## src/hdl/pvpa_pkg.sv

```systemverilog
// Shared types and constants for the point projection anchor.
package pvpa_pkg;

  localparam int FRAC_BITS_DEF  = 16;
  localparam int WORD_WIDTH_DEF = 32;
  localparam int IO_W           = 32;
  localparam int IDX_W          = 5;
  localparam int CFG_IDX_W      = 1;

  // Register indexes of the configuration port.
  localparam logic [CFG_IDX_W-1:0] REG_FEET = 1'b0;
  localparam logic [CFG_IDX_W-1:0] REG_HEAD = 1'b1;

  // Input command codes.
  localparam logic CMD_LOAD    = 1'b0;
  localparam logic CMD_PROJECT = 1'b1;

  localparam int THRESH_DIV = 10000;

  // Commands from the controller to the datapath.
  typedef struct packed {
    logic       start;    // capture a project request
    logic       mac_clr;  // clear the accumulator
    logic       mac_en;   // accumulate one product
    logic       mac_mul;  // register one vector element
    logic [1:0] vsel;     // vector element index (row)
    logic [1:0] csel;     // output column
    logic       proj;     // 0 view pass, 1 projection pass
    logic       head;     // 0 feet point, 1 head point
    logic       col_st;   // store the finished column
    logic       div_go;   // start a division
    logic       div_y;    // 0 divide x, 1 divide y
    logic       div_st;   // store the quotient
    logic       fin;      // result ready to present
  } pvpa_cmd_t;

  typedef struct packed {
    logic div_done;
    logic w_ok;
  } pvpa_sts_t;

endpackage

```

## src/hdl/pvpa_ctrl.sv

```systemverilog
// Controller state machine that sequences the shared multiplier and divider.
module pvpa_ctrl (
  input  logic                  clk,
  input  logic                  rst,
  input  logic                  go,
  input  logic                  out_free,
  input  pvpa_pkg::pvpa_sts_t   sts,
  output pvpa_pkg::pvpa_cmd_t   cmd,
  output logic                  busy
);
  import pvpa_pkg::*;

  localparam logic [2:0] S_IDLE = 3'd0;
  localparam logic [2:0] S_MUL  = 3'd1;
  localparam logic [2:0] S_ACC  = 3'd2;
  localparam logic [2:0] S_COL  = 3'd3;
  localparam logic [2:0] S_DIV  = 3'd4;
  localparam logic [2:0] S_DWT  = 3'd5;
  localparam logic [2:0] S_OUT  = 3'd6;

  logic [2:0] state, state_next;
  logic [1:0] r, r_next, c, c_next;
  logic       p, p_next, h, h_next, dy, dy_next;

  always_ff @(posedge clk) begin
    if (rst) begin
      state <= S_IDLE;
      r <= '0; c <= '0; p <= 1'b0; h <= 1'b0; dy <= 1'b0;
    end else begin
      state <= state_next;
      r <= r_next; c <= c_next; p <= p_next; h <= h_next; dy <= dy_next;
    end
  end

  assign busy = (state != S_IDLE);

  // Next state and command decode.
  always_comb begin
    state_next = state;
    r_next = r; c_next = c; p_next = p; h_next = h; dy_next = dy;
    cmd = '0;
    cmd.vsel = r; cmd.csel = c; cmd.proj = p; cmd.head = h; cmd.div_y = dy;
    case (state)
      S_IDLE: begin
        if (go) begin
          cmd.start = 1'b1;
          cmd.mac_clr = 1'b1;
          r_next = '0; c_next = '0; p_next = 1'b0; h_next = 1'b0;
          state_next = S_MUL;
        end
      end
      S_MUL: begin
        cmd.mac_mul = 1'b1;
        state_next = S_ACC;
      end
      S_ACC: begin
        cmd.mac_en = 1'b1;
        r_next = r + 2'd1;
        state_next = (r == 2'd3) ? S_COL : S_MUL;
      end
      S_COL: begin
        cmd.col_st = 1'b1;
        cmd.mac_clr = 1'b1;
        c_next = c + 2'd1;
        state_next = S_MUL;
        if (c == 2'd3) begin
          if (!p) begin
            p_next = 1'b1;
          end else begin
            state_next = S_DIV;
            dy_next = 1'b0;
          end
        end
      end
      S_DIV: begin
        if (!sts.w_ok) begin
          state_next = S_OUT;
        end else begin
          cmd.div_go = 1'b1;
          state_next = S_DWT;
        end
      end
      S_DWT: begin
        if (sts.div_done) begin
          cmd.div_st = 1'b1;
          if (!dy) begin
            dy_next = 1'b1;
            state_next = S_DIV;
          end else if (!h) begin
            h_next = 1'b1; p_next = 1'b0; c_next = '0;
            cmd.mac_clr = 1'b1;
            state_next = S_MUL;
          end else begin
            state_next = S_OUT;
          end
        end
      end
      S_OUT: begin
        if (out_free) begin
          cmd.fin = 1'b1;
          state_next = S_IDLE;
        end
      end
      default: state_next = S_IDLE;
    endcase
  end
endmodule

```

## config.mk

```make
export PLATFORM = sky130hd
export DESIGN_NAME = pvpa_ctrl
export DESIGN_NICKNAME = d
export VERILOG_FILES = /design/src/hdl/pvpa_pkg.sv /design/src/hdl/pvpa_ctrl.sv
export SDC_FILE = /design/constraint.sdc
export NUM_CORES = 1
export LEC_CHECK = 0
export BUFFER_PORTS_ARGS = -buffer_cell sky130_fd_sc_hd__buf_2
export CAP_MARGIN = 20
export CELL_PAD_IN_SITES_DETAIL_PLACEMENT = 1
export CELL_PAD_IN_SITES_GLOBAL_PLACEMENT = 1
export CORE_UTILIZATION = 37
export CTS_BUF_LIST = sky130_fd_sc_hd__clkbuf_2 sky130_fd_sc_hd__clkbuf_4 sky130_fd_sc_hd__clkbuf_8
export DETAILED_ROUTE_END_ITERATION = 10
export PLACE_DENSITY = 0.85
export REMOVE_ABC_BUFFERS = 1
export SLEW_MARGIN = 20
export SYNTH_ARGS = -nofsm -noshare
export SYNTH_HDL_FRONTEND = slang
export SYNTH_SLANG_ARGS = --single-unit
```

## constraint.sdc

```tcl
create_clock -name clk -period 1.4 [get_ports clk]
set_input_delay 0.28 -clock clk [delete_from_list [all_inputs] [get_ports clk]]
set_output_delay 0.28 -clock clk [all_outputs]
set_load 0.1 [all_outputs]
```

==> results of run 1 <==
through the flow:
step                      cell area [um2]  hold WS [ps]  TNS (ps)  setup slack, ps  utilization
after detailed placement             1030           538      -491             -124        0.645
after floorplan                       611           349    -13930            -1980            -
after global placement               1030           467     -81.7            -43.3        0.645
cell families after synthesis:
group | after synthesis
AND/OR/NAND/NOR | 33
AO/OA/AOI/OAI | 20
buffers and inverters | 13
flip-flops | 10
adder cells (fa/ha/maj) | 2
multiplexers | 1
==> impl_metrics.yaml, run 1 <==
outcome:
  run_status: "aborted with a tool error"
  stop_stage: "clock tree synthesis"
  toolErrorMsg: "[ERROR DPL-0033] detailed placement checks failed during check placement."
synth:
  netlist_top_cells_count: "dfxtp_1 (10), a21oi_1 (7), nand2b_1 (6), nor2_1 (6)"
  synthFlopType: "dfxtp_1"
  synth_xor_area_frac: 0
  synth_fa_ha_area_frac: 0.0375
  ys_async_sr_fraction: 0
  synth-edff-count: 0
  synth_cells: 79
  ys_warn_count: 0
  netlist.top_cell.by_area: "dfxtp_1"
  synthDistinctLibCells: 35
  synthMuxAreaShare: 0.0150
  synth_top_family_by_area: "simple AND/OR/NAND/NOR gates"
  syn-cell-area_um2: 668
  synth-seq-cells: 10
  synthSimpleGateAreaFrac: 0.316
  ys_seq_area_frac: 0.300
  synth.top_cell.area_share: 0.300
  synth_compound_area_frac: 0.217
  yosysMostFrequentCell: "dfxtp_1"
  ys_top_cells_by_area: "dfxtp_1 (30%), buf_4 (5.6%), nand2b_1 (5.6%)"
  syn_area_per_cell_um2: 8.46
floorplan:
  die_x_um: 44.5
  start_util: 0.419
  num_rows: 14
  ios: 22
  die_y_um: 44.5
clock_tree:
  postCtsSetupBuffers: 9
  htree_levels: 1
  holdBufCountCts: 0
  cts_sinks: 10
  clockBufferDepth: 2
  root_buffer: "clkbuf_4"
  cts_buffers: 3
  cts.repair.resized: 25
placement:
  dpl.hpwl_mm: 2.03
  io_buffers: 21
  gp_congestion: 0.898
  placed_cells: 128
==> run 2, diff against run 1 <==
- CELL_PAD_IN_SITES_DETAIL_PLACEMENT: 1 -> not set
- CELL_PAD_IN_SITES_GLOBAL_PLACEMENT: 1 -> not set
- CORE_AREA: not set -> 2 2 63 65
- CORE_UTILIZATION: 37 -> not set
- CTS_BUF_LIST: sky130_fd_sc_hd__clkbuf_2 sky130_fd_sc_hd__clkbuf_4 sky130_fd_sc_hd__clkbuf_8 -> not set
- DIE_AREA: not set -> 0 0 65 67
- PLACE_DENSITY: 0.85 -> not set
- PLACE_DENSITY_LB_ADDON: not set -> 0.15
==> run 2 against run 1 <==
- the flow now finishes, with violations (negative setup slack)
- synthesized area unchanged
- synthesized cell count is the same
==> impl_metrics.yaml, run 2 <==
outcome:
  run_status: "complete, but fails checks"
  violations: "negative setup slack"
timing:
  hold_viol_final: 0
  finalSetupViolCount: 9
  tightest_slew_ps: 485
  fin_crit_sh: 1.14
  drv_slew: 0
  fin_setup_tns_ps: -989
  fin_crit_ps: 1590
  fin_ws_ps: -194
  rsz0062_at_grt: "true"
  timing.fmax_ghz: 0.627
  slew_headroom: 0.679
  skew_ps: 6.62
critical_path:
  cp.arrival_ps: 1310
  cp.required_ps: 1120
  slowest_delay_ps: 370
  path_cells: "nor4b_4, buf_4, buf_12"
  crit_family: "simple AND/OR/NAND/NOR gates"
  crit_start: "state[2]"
  path_max_fanout: 4
  worst_path_max_delay_cell: "nor4b_4"
  cp-end-kind: "output port"
  cp.buffers_inverters: 2
  crit_type: "flop to output port"
  start_kind: "flop"
  r2r_start: "state[1]"
floorplan:
  num_rows: 22
  die_y_um: 67
  ios: 22
  design.core.area_um2: 3610
  die_x_um: 65
  start_util: 0.185
  die_area_um2: 4360
layout:
  num_antenna_cells: 0
  fillers: 391
  largest_reg_flops: 3
  largest_register: "state"
  nNetsFinal: 122
  drive_gt1_frac: 0.545
  seq_area_um2: 209
  layout_common_cells: "buf_4 (16), buf_12 (13), buf_2 (8), a21oi_1 (7), dfxtp_1 (7)"
  reg_top3: "state x3, c x2, r x2"
  mostFrequentLayoutCell: "buf_4"
  finalNonFillerCells: 160
  syn_to_final_growth_pct: 81.5
  multi_input_area_um2: 448
placement:
  dpl.hpwl_mm: 1.57
  place_ws_ps: -140
  io_buffers: 21
  placed_cells: 155
  gp_congestion: 0.770
drt:
  wl_met1_um: 900
  wl_met3_um: 93
  wl_per_cell_um: 12.3
  drc: 0
  top_layer: "met4"
  wl_met2_um: 916
  ant_nets: 0
  drtPass1Iterations: 4
  drtIter0Drc: 11
  drt_wl_total_mm: 1.97
  viasPerCell: 4.33
  vias: 692
synth:
  synthSimpleGateAreaFrac: 0.316
  synth_xor_area_frac: 0
  ys_warn_count: 0
  yosysMostFrequentCell: "dfxtp_1"
  netlist.top_cell.by_area: "dfxtp_1"
  ys_seq_area_frac: 0.300
  synth_fa_ha_area_frac: 0.0375
  netlist_top_cells_count: "dfxtp_1 (10), a21oi_1 (7), nand2b_1 (6), nor2_1 (6)"
  synth.top_cell.area_share: 0.300
  synth_cells: 79
  ys_async_sr_fraction: 0
  syn-cell-area_um2: 668
  synth_compound_area_frac: 0.217
  ys_top_cells_by_area: "dfxtp_1 (30%), buf_4 (5.6%), nand2b_1 (5.6%)"
  synth-edff-count: 0
  synth-seq-cells: 10
  synthDistinctLibCells: 35
  synthMuxAreaShare: 0.0150
  synthFlopType: "dfxtp_1"
  syn_area_per_cell_um2: 8.46
  synth_top_family_by_area: "simple AND/OR/NAND/NOR gates"
power_and_ir_drop:
  p_comb_frac: 0.378
  total_power_mw: 0.981
  p_seq_frac: 0.313
  p_sw_frac: 0.361
  power_density_nw_per_um2: 809
  internal_power_mw: 0.627
  peakVddDrop_mv: 0.409
  p_clk_frac: 0.309
  p_leak_nw: 0.474
  p_switching_mw: 0.354
clock_tree:
  clkTransAtPathRegs_ps: 50
  tritoncts: "done"
  clock_latency_ps: 240
  cts_buffers: 3
  root_buffer: "clkbuf_8"
  clockBufferDepth: 2
  cts_sinks: 10
  htree_levels: 1
worst_hold_path:
  min-delay-start: "out_free"
  hold_class: "primary input to flop"
grt:
  grt_max_degree: 9
  grt_util_all_layers: 0.0998
  grt_pass1_wl_mm: 3.19
  grt-ovfl-total: 0
  antenna_found_initial: 0
  grt_pass1_vias: 706
flow_run:
  cap_violations: 0
run 2: cell counts after synthesis:
No cell type changed its count.
run 2: worst paths after layout:
check / endpoint / slack [ps] / cells after the start
hold / removal: state[1] / 300 / 2
setup reg to reg: state[1] / 40 / 5
hold reg to reg: c[1] / 490 / 2
setup / recovery: cmd[14] / -190 / 3
run 2: layer usage:
metal	up-vias	global-route usage
met3	5	0.0236
met5	-	0
met2	18	0.162
li1	350	-
met4	0	0.0718
met1	319	0.114
run 2: stage by stage:
stage,utilization,hold slack [ps],cell area (um2)
finish,0.336,300,1210
global route,0.336,316,1210
floorplan,-,349,611
CTS,0.332,298,1200
detailed placement,0.300,489,1080
global placement,0.300,494,1080
run 2: cell families after synthesis:
kind of cell	Yosys count
compound gates	20
fa+ha+maj	2
buf+inv	13
flops	10
mux	1
simple gates	33
run 2: what timing repair did:
item,4_1_cts,5_1_grt
gates cloned,0,0
pin swaps,4,0
resized for setup,19,3
hold buffers,0,0
buffers inserted,1,1
endpoints found under the hold margin,0,0
endpoints found under the setup margin,10,10
run 2: power groups by stage:
stage                     clock network, mW  registers [mW]  logic (mW)
after floorplan                           0           0.348       0.172
after detailed placement                  0           0.313       0.342
after global placement                    0           0.312       0.343
after CTS                             0.315           0.307       0.365
final                                 0.303           0.307       0.370
after global routing                  0.325           0.308       0.387
run 2: layout make-up:
type,instances,share of cell area
multi-input cells,56,0.369
repair buffers,38,0.359
flip-flops and latches,10,0.172
well taps,48,0.0495
clock buffers,3,0.0341
inverters,5,0.0155
Power figures use the tool's default switching activity.
==> run 3, diff against run 2 <==
- clock period: 1.4 -> 2 ns (I/O delays scaled with it)
==> run 3 against run 2 <==
- the run now ends clean
- hold slack better by 120 ps
- clock skew fell by 2.3 ps
- sequential power is 30% lower
- routed wire length shrank 6.8%
- largest power group is now clock
==> impl_metrics.yaml, run 3 (synthesized netlist as in run 2, its figures left out) <==
outcome:
  run_status: "finished, final reports clean"
timing:
  tightest_slew_ps: 486
  timing.fmax_ghz: 0.523
  fin_crit_ps: 1910
  finalSetupViolCount: 0
  hold_viol_final: 0
  drv_slew: 0
  slew_headroom: 0.678
  fin_ws_ps: 89.3
  skew_ps: 4.31
  rsz0062_at_grt: "false"
  fin_setup_tns_ps: 0
  fin_crit_sh: 0.955
drt:
  ant_nets: 0
  drt_wl_total_mm: 1.83
  drtPass1Iterations: 4
  drc: 0
  drtIter0Drc: 10
  viasPerCell: 4.33
  vias: 645
  wl_per_cell_um: 12.3
floorplan:
  ios: 22
  die_y_um: 67
  die_x_um: 65
  num_rows: 22
  start_util: 0.185
  design.core.area_um2: 3610
  die_area_um2: 4360
layout:
  drive_gt1_frac: 0.366
  final_cell_area_um2: 991
  reg_top3: "state x3, c x2, r x2"
  mostFrequentLayoutCell: "buf_2"
  largest_reg_flops: 3
  fin_util: 0.275
  largest_register: "state"
  num_antenna_cells: 0
  layout_common_cells: "buf_2 (13), dfxtp_1 (8), buf_12 (8), a21oi_1 (7)"
  nNetsFinal: 110
  syn_to_final_growth_pct: 48.3
grt:
  grt_pass1_vias: 668
  antenna_found_initial: 0
  grt-ovfl-total: 0
  grt_pass1_wl_mm: 3.15
  grt_max_degree: 12
  grt_util_all_layers: 0.0980
clock_tree:
  clock_latency_ps: 240
  cts_buffers: 3
  htree_levels: 1
  clkTransAtPathRegs_ps: 50
  holdBufCountCts: 0
  root_buffer: "clkbuf_8"
  cts_sinks: 10
  tritoncts: "done"
  clockBufferDepth: 2
  postCtsSetupBuffers: 0
power_and_ir_drop:
  peakVddDrop_mv: 0.242
  p_leak_nw: 0.401
  power_density_nw_per_um2: 695
placement:
  dpl.hpwl_mm: 1.43
  io_buffers: 21
  gp_congestion: 0.762
  post_dp_cell_area_um2: 933
  place_ws_ps: 280
critical_path:
  crit_type: "flop to output port"
  cp-end-kind: "output port"
  path_max_fanout: 9
  cp.required_ps: 1600
  cp.arrival_ps: 1510
  start_kind: "flop"
flow_run:
  cap_violations: 0
worst_hold_path:
  hold_class: "primary input to flop"
run 3: cell count changes in the layout (fill, tap and decap cells not counted), sizes merged:
cell | previous run | this run
clkbuf | 3 | 4
buf | 38 | 26
run 3: routing by layer:
metal,up-vias,track usage,wire (um)
li1,328,-,-
met1,291,0.117,845
met2,21,0.155,847
met3,5,0.0253,95
met4,0,0.0638,46
met5,-,0,0
run 3: worst max-delay path, cell delays in order, from the launching register on:
cell and delay (ps):
dfxtp_2 360, buf_4 180, nor4b_4 330, a31oi_4 70, nand2_1 140, buf_12 180
run 3: final cells by class:
class                   instances  area, um2
clock buffers                   4       55.1
inverters                       5       18.8
fillers                       399       2620
well taps                      48       60.1
repair buffers                 26        263
multi-input cells              56        392
flip-flops and latches         10        203
run 3: per-stage QoR:
stage	power, mW	hold WS, ps	cells
4_1_cts	0.699	410	149
6_report	0.689	422	149
5_1_grt	0.719	432	149
3_5_place_dp	0.437	485	145
2_1_floorplan	0.363	469	71
3_3_place_gp	0.438	490	145
run 3: worst paths after layout:
kind / startpoint / endpoint / slack [ps] / depth (start not counted)
max: state[0] / cmd[13] / 90 / 5
min: out_free / state[1] / 420 / 2
max reg2reg: state[1] / state[1] / 550 / 5
min reg2reg: c[1] / c[1] / 490 / 2
run 3: where the power goes:
group / internal (mW) / total (mW) / switching [mW]
Clock: 0.173 / 0.256 / 0.0826
Sequential: 0.206 / 0.215 / 0.00877
Combinational: 0.0704 / 0.218 / 0.147
Total: 0.450 / 0.689 / 0.239
run 3: what timing repair did:
item / CTS / global route
pin swaps: 0 / 1
resized for setup: 1 / 1
endpoints found under the setup margin: 1 / 1
